File: src/rtl/dsp_pkg.sv
`default_nettype none
package dsp_pkg;

   localparam int MAX_NODE_COUNT_DEF = 16;
   localparam int ADDR_NODES = 16;

   localparam int DIST_W = 24;
   localparam int WEIGHT_W = 16;
   localparam int NODE_W = 4;
   localparam int CFG_W = 5;
   localparam int CSR_IDX_W = 1;

   localparam logic [DIST_W-1:0] DIST_INF = 24'hFFFFFF;
   localparam logic [WEIGHT_W-1:0] NO_EDGE = 16'hFFFF;

   localparam logic CMD_WRITE = 1'b0;
   localparam logic CMD_RUN = 1'b1;

   localparam logic [CSR_IDX_W-1:0] CSR_NODE_COUNT = 1'd0;
   localparam logic [CSR_IDX_W-1:0] CSR_SOURCE_NODE = 1'd1;

   localparam logic [CFG_W-1:0] NODE_COUNT_RST = 5'd4;
   localparam logic [NODE_W-1:0] SOURCE_NODE_RST = 4'd0;

   typedef enum logic [6:0] {
      ST_IDLE    = 7'b0000001,
      ST_INIT_RD = 7'b0000010,
      ST_INIT_WR = 7'b0000100,
      ST_MIN     = 7'b0001000,
      ST_RLX_RD  = 7'b0010000,
      ST_RLX_WR  = 7'b0100000,
      ST_OUT     = 7'b1000000
   } state_type;

   typedef struct packed {
      logic [DIST_W-1:0]   base;
      logic [WEIGHT_W-1:0] weight;
      logic [DIST_W-1:0]   bound;
   } alu_op_type;

   typedef struct packed {
      logic [DIST_W-1:0] cand;
      logic              less;
   } alu_res_type;

endpackage
`default_nettype wire

File: src/rtl/dsp_ram.sv
`default_nettype none
module dsp_ram #(
   parameter int WIDTH = 16,
   parameter int DEPTH = 256,
   localparam int AW = (DEPTH > 1) ? $clog2(DEPTH) : 1
) (
   input  wire logic             clock,
   input  wire logic             wr_en,
   input  wire logic [AW-1:0]    wr_addr,
   input  wire logic [WIDTH-1:0] wr_data,
   input  wire logic [AW-1:0]    rd_addr,
   output logic      [WIDTH-1:0] rd_data
);

   logic [WIDTH-1:0] mem_ff [DEPTH];
   logic [WIDTH-1:0] rd_data_ff;

   always_ff @(posedge clock) begin
      if (wr_en) begin
         mem_ff[wr_addr] <= wr_data;
      end
      rd_data_ff <= mem_ff[rd_addr];
   end

   assign rd_data = rd_data_ff;

endmodule
`default_nettype wire

File: src/rtl/dsp_alu.sv
`default_nettype none
module dsp_alu
   import dsp_pkg::*;
(
   input  wire alu_op_type  op,
   output alu_res_type      res
);

   logic [DIST_W-1:0] edge_d;
   logic [DIST_W:0]   sum;
   logic [DIST_W-1:0] cand;

   always_comb begin
      edge_d = (op.weight == NO_EDGE) ? DIST_INF : DIST_W'(op.weight);
      sum = {1'b0, op.base} + {1'b0, edge_d};
      if (op.base == DIST_INF || edge_d == DIST_INF || sum >= {1'b0, DIST_INF}) begin
         cand = DIST_INF;
      end else begin
         cand = sum[DIST_W-1:0];
      end
      res.cand = cand;
      res.less = (cand < op.bound);
   end

endmodule
`default_nettype wire

File: src/rtl/dijkstra_shortest_path.sv
//  channel | direction | handshake          | word
//  req     | in        | req_valid/req_stall | cmd, from_node, to_node, weight
//  rsp     | out       | rsp_valid/rsp_stall | node, dist_res, reachable, last
//  csr     | in        | csr_we              | csr_index, csr_wdata
//
//  Edge writes are accepted back to back while idle. A run over N nodes
//  sets N distances, does up to N-1 rounds of minimum search and
//  relaxation, and emits N result words; adjacency reads are registered
//  and a single shared add/compare unit does all sums. Reset clears the
//  sequencer and settled flags and loads config defaults; the matrix holds
//  garbage until written. rsp_stall holds the result word and the sequencer.
`default_nettype none
module dijkstra_shortest_path
   import dsp_pkg::*;
#(
   parameter int MAX_NODE_COUNT = MAX_NODE_COUNT_DEF
) (
   input  wire logic                 clock,
   input  wire logic                 reset,
   input  wire logic                 req_valid,
   output logic                      req_stall,
   input  wire logic                 req_cmd,
   input  wire logic [NODE_W-1:0]    req_from_node,
   input  wire logic [NODE_W-1:0]    req_to_node,
   input  wire logic [WEIGHT_W-1:0]  req_weight,
   output logic                      rsp_valid,
   input  wire logic                 rsp_stall,
   output logic [NODE_W-1:0]         rsp_node,
   output logic [DIST_W-1:0]         rsp_dist_res,
   output logic                      rsp_reachable,
   output logic                      rsp_last,
   input  wire logic                 csr_we,
   input  wire logic [CSR_IDX_W-1:0] csr_index,
   input  wire logic [CFG_W-1:0]     csr_wdata
);

   localparam int NODES = (MAX_NODE_COUNT < ADDR_NODES) ? MAX_NODE_COUNT : ADDR_NODES;
   localparam int NW = (NODES > 1) ? $clog2(NODES) : 1;
   localparam int NCW = NW + 1;
   localparam int RAM_DEPTH = 1 << (2 * NW);

   state_type state_ff, state_in;

   logic [CFG_W-1:0]  node_count_ff, node_count_in;
   logic [NODE_W-1:0] source_ff, source_in;

   logic [NCW-1:0] n_ff, n_in;
   logic [NCW-1:0] round_ff, round_in;
   logic [NW-1:0]  idx_ff, idx_in;
   logic [NW-1:0]  pick_ff, pick_in;
   logic [DIST_W-1:0] min_d_ff, min_d_in;
   logic found_ff, found_in;
   logic src_bad_ff, src_bad_in;
   logic [NODES-1:0] settled_ff, settled_in;
   logic [DIST_W-1:0] best_ff [NODES];
   logic best_we;
   logic [DIST_W-1:0] best_wdata;

   logic rsp_valid_ff, rsp_valid_in;
   logic [NODE_W-1:0] rsp_node_ff, rsp_node_in;
   logic [DIST_W-1:0] rsp_dist_ff, rsp_dist_in;
   logic rsp_last_ff, rsp_last_in;

   logic req_accept;
   logic idx_last;
   logic slot_free;
   logic take;
   logic [NCW-1:0] n_eff;
   logic [NW-1:0] src_idx;
   logic [DIST_W-1:0] best_rd;

   logic ram_we;
   logic [2*NW-1:0] ram_waddr, ram_raddr;
   logic [WEIGHT_W-1:0] ram_rdata;

   alu_op_type  alu_op;
   alu_res_type alu_res;

   dsp_ram #(
      .WIDTH(WEIGHT_W),
      .DEPTH(RAM_DEPTH)
   ) u_matrix (
      .clock  (clock),
      .wr_en  (ram_we),
      .wr_addr(ram_waddr),
      .wr_data(req_weight),
      .rd_addr(ram_raddr),
      .rd_data(ram_rdata)
   );

   dsp_alu u_alu (
      .op (alu_op),
      .res(alu_res)
   );

   assign req_stall = (state_ff != ST_IDLE);
   assign req_accept = req_valid && !req_stall;
   assign slot_free = !rsp_valid_ff || !rsp_stall;
   assign idx_last = ({1'b0, idx_ff} == (n_ff - NCW'(1)));
   assign src_idx = source_ff[NW-1:0];
   assign best_rd = best_ff[idx_ff];

   assign ram_we = req_accept && (req_cmd == CMD_WRITE)
                   && (7'(req_from_node) < 7'(MAX_NODE_COUNT))
                   && (7'(req_to_node) < 7'(MAX_NODE_COUNT));
   assign ram_waddr = {req_from_node[NW-1:0], req_to_node[NW-1:0]};
   assign ram_raddr = (state_ff == ST_INIT_RD) ? {src_idx, idx_ff} : {pick_ff, idx_ff};

   always_comb begin
      if (node_count_ff == '0) begin
         n_eff = NCW'(1);
      end else if (node_count_ff > CFG_W'(NODES)) begin
         n_eff = NCW'(NODES);
      end else begin
         n_eff = NCW'(node_count_ff);
      end
   end

   always_comb begin
      case (state_ff)
         ST_INIT_WR: begin
            alu_op.base = '0;
            alu_op.weight = ram_rdata;
            alu_op.bound = DIST_INF;
         end
         ST_RLX_WR: begin
            alu_op.base = min_d_ff;
            alu_op.weight = ram_rdata;
            alu_op.bound = best_rd;
         end
         default: begin
            alu_op.base = best_rd;
            alu_op.weight = '0;
            alu_op.bound = min_d_ff;
         end
      endcase
   end

   assign take = !settled_ff[idx_ff] && alu_res.less;

   always_comb begin
      node_count_in = node_count_ff;
      source_in = source_ff;
      if (csr_we) begin
         case (csr_index)
            CSR_NODE_COUNT:  node_count_in = csr_wdata;
            CSR_SOURCE_NODE: source_in = csr_wdata[NODE_W-1:0];
            default: ;
         endcase
      end
   end

   always_comb begin
      state_in = state_ff;
      n_in = n_ff;
      round_in = round_ff;
      idx_in = idx_ff;
      pick_in = pick_ff;
      min_d_in = min_d_ff;
      found_in = found_ff;
      src_bad_in = src_bad_ff;
      settled_in = settled_ff;
      best_we = 1'b0;
      best_wdata = alu_res.cand;
      rsp_valid_in = rsp_valid_ff && rsp_stall;
      rsp_node_in = rsp_node_ff;
      rsp_dist_in = rsp_dist_ff;
      rsp_last_in = rsp_last_ff;

      case (state_ff)
         ST_IDLE: begin
            if (req_accept && req_cmd == CMD_RUN) begin
               n_in = n_eff;
               idx_in = '0;
               settled_in = '0;
               src_bad_in = (5'(source_ff) >= 5'(n_eff));
               if (5'(source_ff) >= 5'(n_eff)) begin
                  state_in = ST_OUT;
               end else begin
                  settled_in[src_idx] = 1'b1;
                  state_in = ST_INIT_RD;
               end
            end
         end
         ST_INIT_RD: begin
            state_in = ST_INIT_WR;
         end
         ST_INIT_WR: begin
            best_we = 1'b1;
            if (idx_ff == src_idx) begin
               best_wdata = '0;
            end
            round_in = NCW'(1);
            min_d_in = DIST_INF;
            found_in = 1'b0;
            if (idx_last) begin
               idx_in = '0;
               state_in = (n_ff > NCW'(1)) ? ST_MIN : ST_OUT;
            end else begin
               idx_in = idx_ff + NW'(1);
               state_in = ST_INIT_RD;
            end
         end
         ST_MIN: begin
            if (take) begin
               min_d_in = best_rd;
               pick_in = idx_ff;
               found_in = 1'b1;
            end
            if (idx_last) begin
               idx_in = '0;
               if (found_ff || take) begin
                  settled_in[take ? idx_ff : pick_ff] = 1'b1;
                  state_in = ST_RLX_RD;
               end else begin
                  state_in = ST_OUT;
               end
            end else begin
               idx_in = idx_ff + NW'(1);
            end
         end
         ST_RLX_RD: begin
            state_in = ST_RLX_WR;
         end
         ST_RLX_WR: begin
            best_we = take;
            if (idx_last) begin
               idx_in = '0;
               round_in = round_ff + NCW'(1);
               min_d_in = DIST_INF;
               found_in = 1'b0;
               state_in = ((round_ff + NCW'(1)) < n_ff) ? ST_MIN : ST_OUT;
            end else begin
               idx_in = idx_ff + NW'(1);
               state_in = ST_RLX_RD;
            end
         end
         ST_OUT: begin
            if (slot_free) begin
               rsp_valid_in = 1'b1;
               rsp_node_in = NODE_W'(idx_ff);
               rsp_dist_in = src_bad_ff ? DIST_INF : best_rd;
               rsp_last_in = idx_last;
               if (idx_last) begin
                  idx_in = '0;
                  state_in = ST_IDLE;
               end else begin
                  idx_in = idx_ff + NW'(1);
               end
            end
         end
         default: begin
            state_in = ST_IDLE;
         end
      endcase
   end

   always_ff @(posedge clock) begin
      if (reset) begin
         state_ff <= ST_IDLE;
         node_count_ff <= NODE_COUNT_RST;
         source_ff <= SOURCE_NODE_RST;
         settled_ff <= '0;
         rsp_valid_ff <= 1'b0;
         n_ff <= NCW'(1);
         round_ff <= '0;
         idx_ff <= '0;
         found_ff <= 1'b0;
         src_bad_ff <= 1'b0;
      end else begin
         state_ff <= state_in;
         node_count_ff <= node_count_in;
         source_ff <= source_in;
         settled_ff <= settled_in;
         rsp_valid_ff <= rsp_valid_in;
         n_ff <= n_in;
         round_ff <= round_in;
         idx_ff <= idx_in;
         found_ff <= found_in;
         src_bad_ff <= src_bad_in;
      end
   end

   always_ff @(posedge clock) begin
      pick_ff <= pick_in;
      min_d_ff <= min_d_in;
      rsp_node_ff <= rsp_node_in;
      rsp_dist_ff <= rsp_dist_in;
      rsp_last_ff <= rsp_last_in;
      if (best_we) begin
         best_ff[idx_ff] <= best_wdata;
      end
   end

   assign rsp_valid = rsp_valid_ff;
   assign rsp_node = rsp_node_ff;
   assign rsp_dist_res = rsp_dist_ff;
   assign rsp_reachable = (rsp_dist_ff != DIST_INF);
   assign rsp_last = rsp_last_ff;

   a_relax_pick_settled: assert property (@(posedge clock) disable iff (reset)
      (state_ff == ST_RLX_WR) |-> settled_ff[pick_ff])
      else $error("relax step on an unsettled pivot");

   a_round_bound: assert property (@(posedge clock) disable iff (reset)
      (state_ff == ST_MIN) |-> (round_ff < n_ff))
      else $error("minimum search past the last round");

   a_idx_bound: assert property (@(posedge clock) disable iff (reset)
      (state_ff != ST_IDLE) |-> ({1'b0, idx_ff} < n_ff))
      else $error("node index beyond node count");

   a_source_zero: assert property (@(posedge clock) disable iff (reset)
      (state_ff == ST_OUT && slot_free && !src_bad_ff && idx_ff == src_idx)
      |=> (rsp_dist_res == '0 && rsp_reachable))
      else $error("source not reported at distance zero");

endmodule
`default_nettype wire
File: config.mk
export PLATFORM = sky130hd
export DESIGN_NAME = dijkstra_shortest_path
export DESIGN_NICKNAME = d
export VERILOG_FILES = /design/src/rtl/dsp_pkg.sv /design/src/rtl/dsp_ram.sv /design/src/rtl/dsp_alu.sv /design/src/rtl/dijkstra_shortest_path.sv
export SDC_FILE = /design/constraint.sdc
export NUM_CORES = 2
export LEC_CHECK = 0
export BUFFER_PORTS_ARGS = -buffer_cell sky130_fd_sc_hd__buf_2
export CAP_MARGIN = 5
export CORE_UTILIZATION = 50
export DETAILED_ROUTE_END_ITERATION = 8
export PLACE_DENSITY = 0.65
export SLEW_MARGIN = 20
export SYNTH_ARGS = -nofsm -noshare
export SYNTH_HDL_FRONTEND = slang
export SYNTH_MEMORY_MAX_BITS = 65536
export SYNTH_SLANG_ARGS = --single-unit
File: constraint.sdc
create_clock -name clock -period 11.5 [get_ports clock]
set_clock_uncertainty 0.05 [all_clocks]
set_input_delay 1.15 -clock clock [delete_from_list [all_inputs] [get_ports clock]]
set_output_delay 1.15 -clock clock [all_outputs]
set_load 0.1 [all_outputs]
== Word-level counts from Yosys, hierarchy flattened ==
Memory sizes are Yosys's and may differ from the RTL's. A register that Yosys moved wholly into a read port is not among the register bits.
Index checks and enable logic that the tools add are counted.
Cells by class
  $add $sub $neg: 4
  order comparisons: 11
  equality and inequality tests: 21
  multiplexer cells: 52
  bitwise gates (word level): 3
  reductions and logical operators: 30
Operator list (number)
  two-way mux 24 bit: 6
  one-hot mux 64 bit (2 select lines): 1
  one-hot mux 24 bit (3 select lines): 1
  two-way mux 7 bit: 10
  two-way mux 16 bit: 4
  one-hot mux 7 bit (7 select lines): 1
  == test 24 bit, second input constant: 2
  one-hot mux 16 bit (2 select lines): 1
  adder 24 x 24 -> 25 bit: 1
  greater-or-equal comparator 25 x 24 -> 1 bit, second input constant: 1
  less-than comparator 24 bit: 1
  two-way mux 4 bit: 6
  inequality test 24 bit, second input constant: 1
  == test 16 bit, second input constant: 1
  OR 16 bit: 1
  less-than comparator 4 x 5 -> 1 bit, second input constant: 3
  two-way mux 5 bit: 3
  inequality test 2 bit, second input constant: 7
  one-hot mux 4 bit (3 select lines): 1
  two-way mux 1 bit: 11
  one-hot mux 5 bit (2 select lines): 1
  AND reduction 2 bit: 5
  demux 1 bit (select 4 bit): 2
  greater-or-equal comparator 4 x 1 -> 1 bit, second input constant: 2
  other kinds (31): 48
Storage, ports and cells
  register bits: 106
  RAM bits: 4480
  bits of input ports: 36
  memories: 2
Memories
  u_matrix.mem_ff: depth 256, bits a word 16, read ports 1, clocked after memory_dff 1, wr ports 1, RTL line dsp_ram.sv:15  | logic [WIDTH-1:0] mem_ff [DEPTH];
  best_ff: depth 16, bits a word 24, read ports 1, clocked after memory_dff 1, wr ports 1, RTL line dijkstra_shortest_path.sv:55  | logic [DIST_W-1:0] best_ff [NODES];

== Longest topological paths before layout ==
  depth after elaboration: 19
  depth in mapped cells: 34
  gate-level depth less buffers: 28

== Hierarchy ==
A second synthesis with hierarchy kept.
Unflattened totals
  cell total of the unflattened synthesis: 8914
  area total of the unflattened synthesis: 181800.6 µm²
Modules (own cells, without submodules)
  dsp_ram: times used 1, cells an instance 7360, area each 158714.7 µm², sequential area each 123318.3 µm²
  dijkstra_shortest_path: times used 1, cells an instance 1208, area each 20808.7 µm², sequential area each 14303.7 µm²
  dsp_alu: times used 1, cells an instance 346, area each 2277.2 µm², sequential area each 0.0 µm²

== Worst setup path before layout ==
Ideal clock, no wire load.
  path type: register -> register
  start: register state_ff[0]
  end: register min_d_ff[0], enable pin
  setup time: 442 ps
  arrival time: 8297 ps
  required time: 11008 ps
  slack: 2711 ps
  stages on the path, launching flop included: 33
  period minus slack after synthesis: 8789 ps
  cell sequence: dfxtp_1 -> nor3_2 -> and4b_1 -> clkbuf_1 -> buf_2 -> buf_1 -> buf_1 -> nand2_1 -> nand2_1 -> ha_1 -> clkbuf_1 -> a21o_1 -> a21o_1 -> a21o_1 -> a21o_1 -> a21o_1 -> o21ai_0 -> o211ai_2 -> buf_6 -> inv_1 -> clkbuf_1 -> nand2_1 -> ha_1 -> a21o_1 -> a21o_1 -> a21oi_1 -> o21a_1 -> o21ai_0 -> a2111oi_4 -> inv_1 -> a21oi_2 -> nand2_1 -> a21boi_0
Between the ends
  longest elaborated chain between the ends: 12
RTL lines
  from (decl): RTL line dijkstra_shortest_path.sv:42  | state_type state_ff, state_in;
  from (signal assigned): RTL line dijkstra_shortest_path.sv:271  | state_ff <= state_in;
  == test 7 x 6 -> 1 bit or == test 7 x 3 -> 1 bit (tied branches): RTL line dijkstra_shortest_path.sv:120, dijkstra_shortest_path.sv:170
  one-hot mux 64 bit (2 select lines): RTL line dijkstra_shortest_path.sv:120  | case (state_ff)
  == test 16 bit: RTL line dsp_alu.sv:14  | edge_d = (op.weight == NO_EDGE) ? DIST_INF : DIST_W'(op.weight);
  two-way mux 24 bit: RTL line dsp_alu.sv:14
  adder 24 x 24 -> 25 bit or == test 24 bit (tied branches): RTL line dsp_alu.sv:15, dsp_alu.sv:16
  greater-or-equal comparator 25 x 24 -> 1 bit or logical OR 1 bit (tied branches): RTL line dsp_alu.sv:16  | if (op.base == DIST_INF || edge_d == DIST_INF || sum >= {1'b0, DIST_INF}) begin
  logical OR 1 bit: RTL line dsp_alu.sv:16
  two-way mux 24 bit: RTL line dsp_alu.sv:16
  less-than comparator 24 bit: RTL line dsp_alu.sv:22  | res.less = (cand < op.bound);
  logical AND 1 bit: RTL line dijkstra_shortest_path.sv:139  | assign take = !settled_ff[idx_ff] && alu_res.less;
  inequality test 2 bit (no line)
  AND reduction 3 bit (no line) (*)
  to (signal assigned): RTL line dijkstra_shortest_path.sv:286  | min_d_ff <= min_d_in;
  to (decl): RTL line dijkstra_shortest_path.sv:51  | logic [DIST_W-1:0] min_d_ff, min_d_in;
Mark *: on every way between the ends. The rest lies on a longest branch, timed or not.
A chain may end at the register's enable or synchronous reset.

==> flow_summary.yaml <==
outcome:
  status: "completed"
floorplan:
  die_y_um: 602
  dieArea_mm2: 0.363
  start_util_pct: 50.2
  num_rows: 220
  io_pins: 68
  die_w_um: 602
  core_area_mm2: 0.359
synth:
  syn_avg_cell_area_um2: 22.2
  ys_async_sr_fraction_pct: 0
  ys.flop_type: "edfxtp_1"
  synth_cells: 8111
  synth-edff-count: 4537
  ys_seq_area_share_pct: 76.4
  ys_warn_count: 0
  synth_top_area_share_pct: 75.6
  yosys-top-cells-area: "edfxtp_1 (76%), mux4_2 (17%), dfxtp_1 (0.77%)"
  syn_area_mm2: 0.180
  syn-num-nets: 8210
  synth.ff_latch_count: 4606
  synth_largest_area_cell: "edfxtp_1"
  yosysUniqueCellTypes: 88
route:
  firstDrtPassIters: 6
  post_drt_wl_per_cell_um: 32.8
  wl_um: 451000
  ant_nets: 0
  vias_per_cell: 6.31
  vias: 86700
  drc_errors: 0
  drtIter0Drc: 11300
place:
  dp_cells: 12900
  dpl-instance-area_mm2: 0.188
  pre_cts_ws_ps: 2110
  numPortBuffers: 67
  dp_hpwl_um: 263000
  place_congestion: 0.892
timing:
  tightest_slew_ps: 1240
  fin_setup_tns_ps: 0
  finalSetupViolCount: 0
  timing.fmax_mhz: 107
  slew_headroom_pct: 17.1
  maxSlewViolCount: 0
  fin_crit_ps: 9390
  fin_ws_ps: 2110
  timing.final.crit_share_pct: 81.6
  hold_violations: 0
  hold_ws_ps: 389
  rsz0062_at_grt: "no"
clock_tree:
  clk_latency_ps: 1010
  cts_root_buf: "clkbuf_16"
  clockBufferDepth: 4
  cts.sinks: 4606
  clkTransAtPathRegs_ps: 60
  cts_tree: "built"
  cts_setup_buffers: 0
  numCtsBuffers: 453
  htree_levels: 5
  ctsHoldBuffers: 0
  cts.repair.resized: 0
setup_path:
  crit_family: "compound AO/OA/AOI/OAI gates"
  criticalPathCategory: "register to register"
  worstPathArrival_ps: 9920
  critPathMostFrequentCell: "o21ai_0"
  cp_data_required_time_ps: 12040
  worstSetupStartpointType: "register"
  crit_path_top_delay_cell: "dfxtp_4"
  cp_max_fo: 42
  cp-end-kind: "register"
  crit_buf_inv: 6
  cpPeakStageDelay_ps: 850
global_route:
  antenna_found_initial: 28
  grt_first_pass_wirelength_um: 643000
  grt_remaining_overflow: 0
  grt_pass1_vias: 86600
  grt_max_degree: 143
  track_usage_pct: 24.7
final_layout:
  nFillCells: 26100
  area_growth_pct: 12.6
  fin_nets: 8657
  layout.cells.non_filler: 13700
  drive_above_1_share_pct: 29.3
  stdcell_area_mm2: 0.203
power_and_ir_drop:
  p_leak_uw: 0.0615
  powerDensity_mw_per_mm2: 168
  vdd.ir_drop.worst_mv: 0.129
hold_path:
  hold_path_class: "primary input to register"
run:
  cap_violations: 0
-- cell usage in the layout (no fill, tap or decap), types with 19 or more instances in the layout --
master and count:
a211oi_1 51, a21o_1 33, a21oi_1 63, a22o_1 21, a311oi_1 20, a31oi_1 52, and2_1 65, buf_2 51
buf_4 363, bufinv_16 40, clkbuf_1 78, clkbuf_16 457, clkinv_1 112, clkinv_2 84, clkinvlp_4 26, dfxtp_1 63
edfxtp_1 4537, ha_1 62, inv_1 30, mux2i_1 33, mux4_2 1385, nand2_1 348, nand2b_1 31, nand3_1 91
nand4_1 26, nor2_1 308, nor2_2 20, nor2_4 20, nor2b_1 19, o211ai_1 34, o21ai_0 39, o22ai_1 19
or2_2 31, xnor2_1 19
-- registers in the layout, summed over array words and instances, names as in the netlist, 7 cells and up, named ones only --
| register | cells |
|---|---|
| rsp_dist_res | 24 |
| min_d_ff | 24 |
| state_ff | 7 |
| u_matrix.rd_data | 16 |
| u_matrix.mem_ff | 4096 |
| best_ff | 384 |
| settled_ff | 16 |
-- where the power goes --
group / internal (uW) / total [uW] / switching, uW
registers: 18500 / 18500 / 45.1
clock network: 8210 / 14600 / 6380
logic: 236 / 1040 / 800
-- area by class of cell --
class                   instances  area (um^2)  share of cell area, %
diodes                         18         45.0                 0.0222
clock buffers                 535        11700                   5.78
clock inverters               307         2900                   1.43
inverters                      32          120                 0.0592
multi-input cells            3014        41000                   20.2
flip-flops and latches       4606       138000                   67.8
well taps                    4773         5970                   2.94
repair buffers                451         3620                   1.78
-- per-layer routing --
| layer | share of wire [%] | vias to the layer above | global-route usage, % |
|---|---|---|---|
| li1 | - | 35200 | - |
| met1 | 41 | 46700 | 36.4 |
| met2 | 47 | 4107 | 37.8 |
| met3 | 9.0 | 615 | 5.22 |
| met4 | 2.9 | 14 | 7.05 |
| met5 | 0.020 | - | 0 |
-- synthesized netlist by cell type, types with 11 or more instances --
library cell	count
a21oi_1	67
a21o_1	33
buf_1	112
nor2b_1	19
ha_1	62
xnor2_1	19
or2_2	31
a311oi_1	20
nor3_1	18
and2_1	65
mux2_2	11
nand2_1	358
a22o_1	21
o211ai_1	34
o22ai_1	19
xor2_1	11
inv_1	30
a31oi_1	52
dfxtp_1	69
nand2b_1	31
nand4_1	26
o21a_1	16
edfxtp_1	4537
mux4_2	1385
or3_1	11
buf_2	41
a211oi_1	52
nor2_1	347
a22oi_1	15
o21ai_0	39
clkbuf_1	291
mux2i_1	37
and3_1	13
nand3_1	97
-- worst min-delay path, delay by kind of cell --
family / cells / cell delay [ps]
buf+inv: 1 / 80
mux: 1 / 50
simple gates: 1 / 70
-- final timing paths --
check | from | slack [ps] | endpoint | depth (start not counted)
max | register | 2110 | best_ff[7][8] | 30
min | csr_wdata[4] | 390 | node_count_ff[4] | 3
max reg2reg | register | 2110 | best_ff[7][8] | 30
min reg2reg | settled_ff[1] | 420 | settled_ff[1] | 1
-- kinds of logic after synthesis --
logic type	share of synthesized area, %
fa+ha+maj	0.441
flops	76.4
simple gates	2.66
compound gates	1.68
xor+xnor	0.146
buf+inv	1.11
mux	17.6
-- per-stage QoR --
stage / util [%] / power, uW
floorplan: - / 19300
global placement: 52.4 / 19900
detailed placement: 52.4 / 19900
CTS: 56.5 / 34400
global route: 56.5 / 35000
finish: 56.6 / 34100
Note: power is estimated with default switching activity, not from simulation.
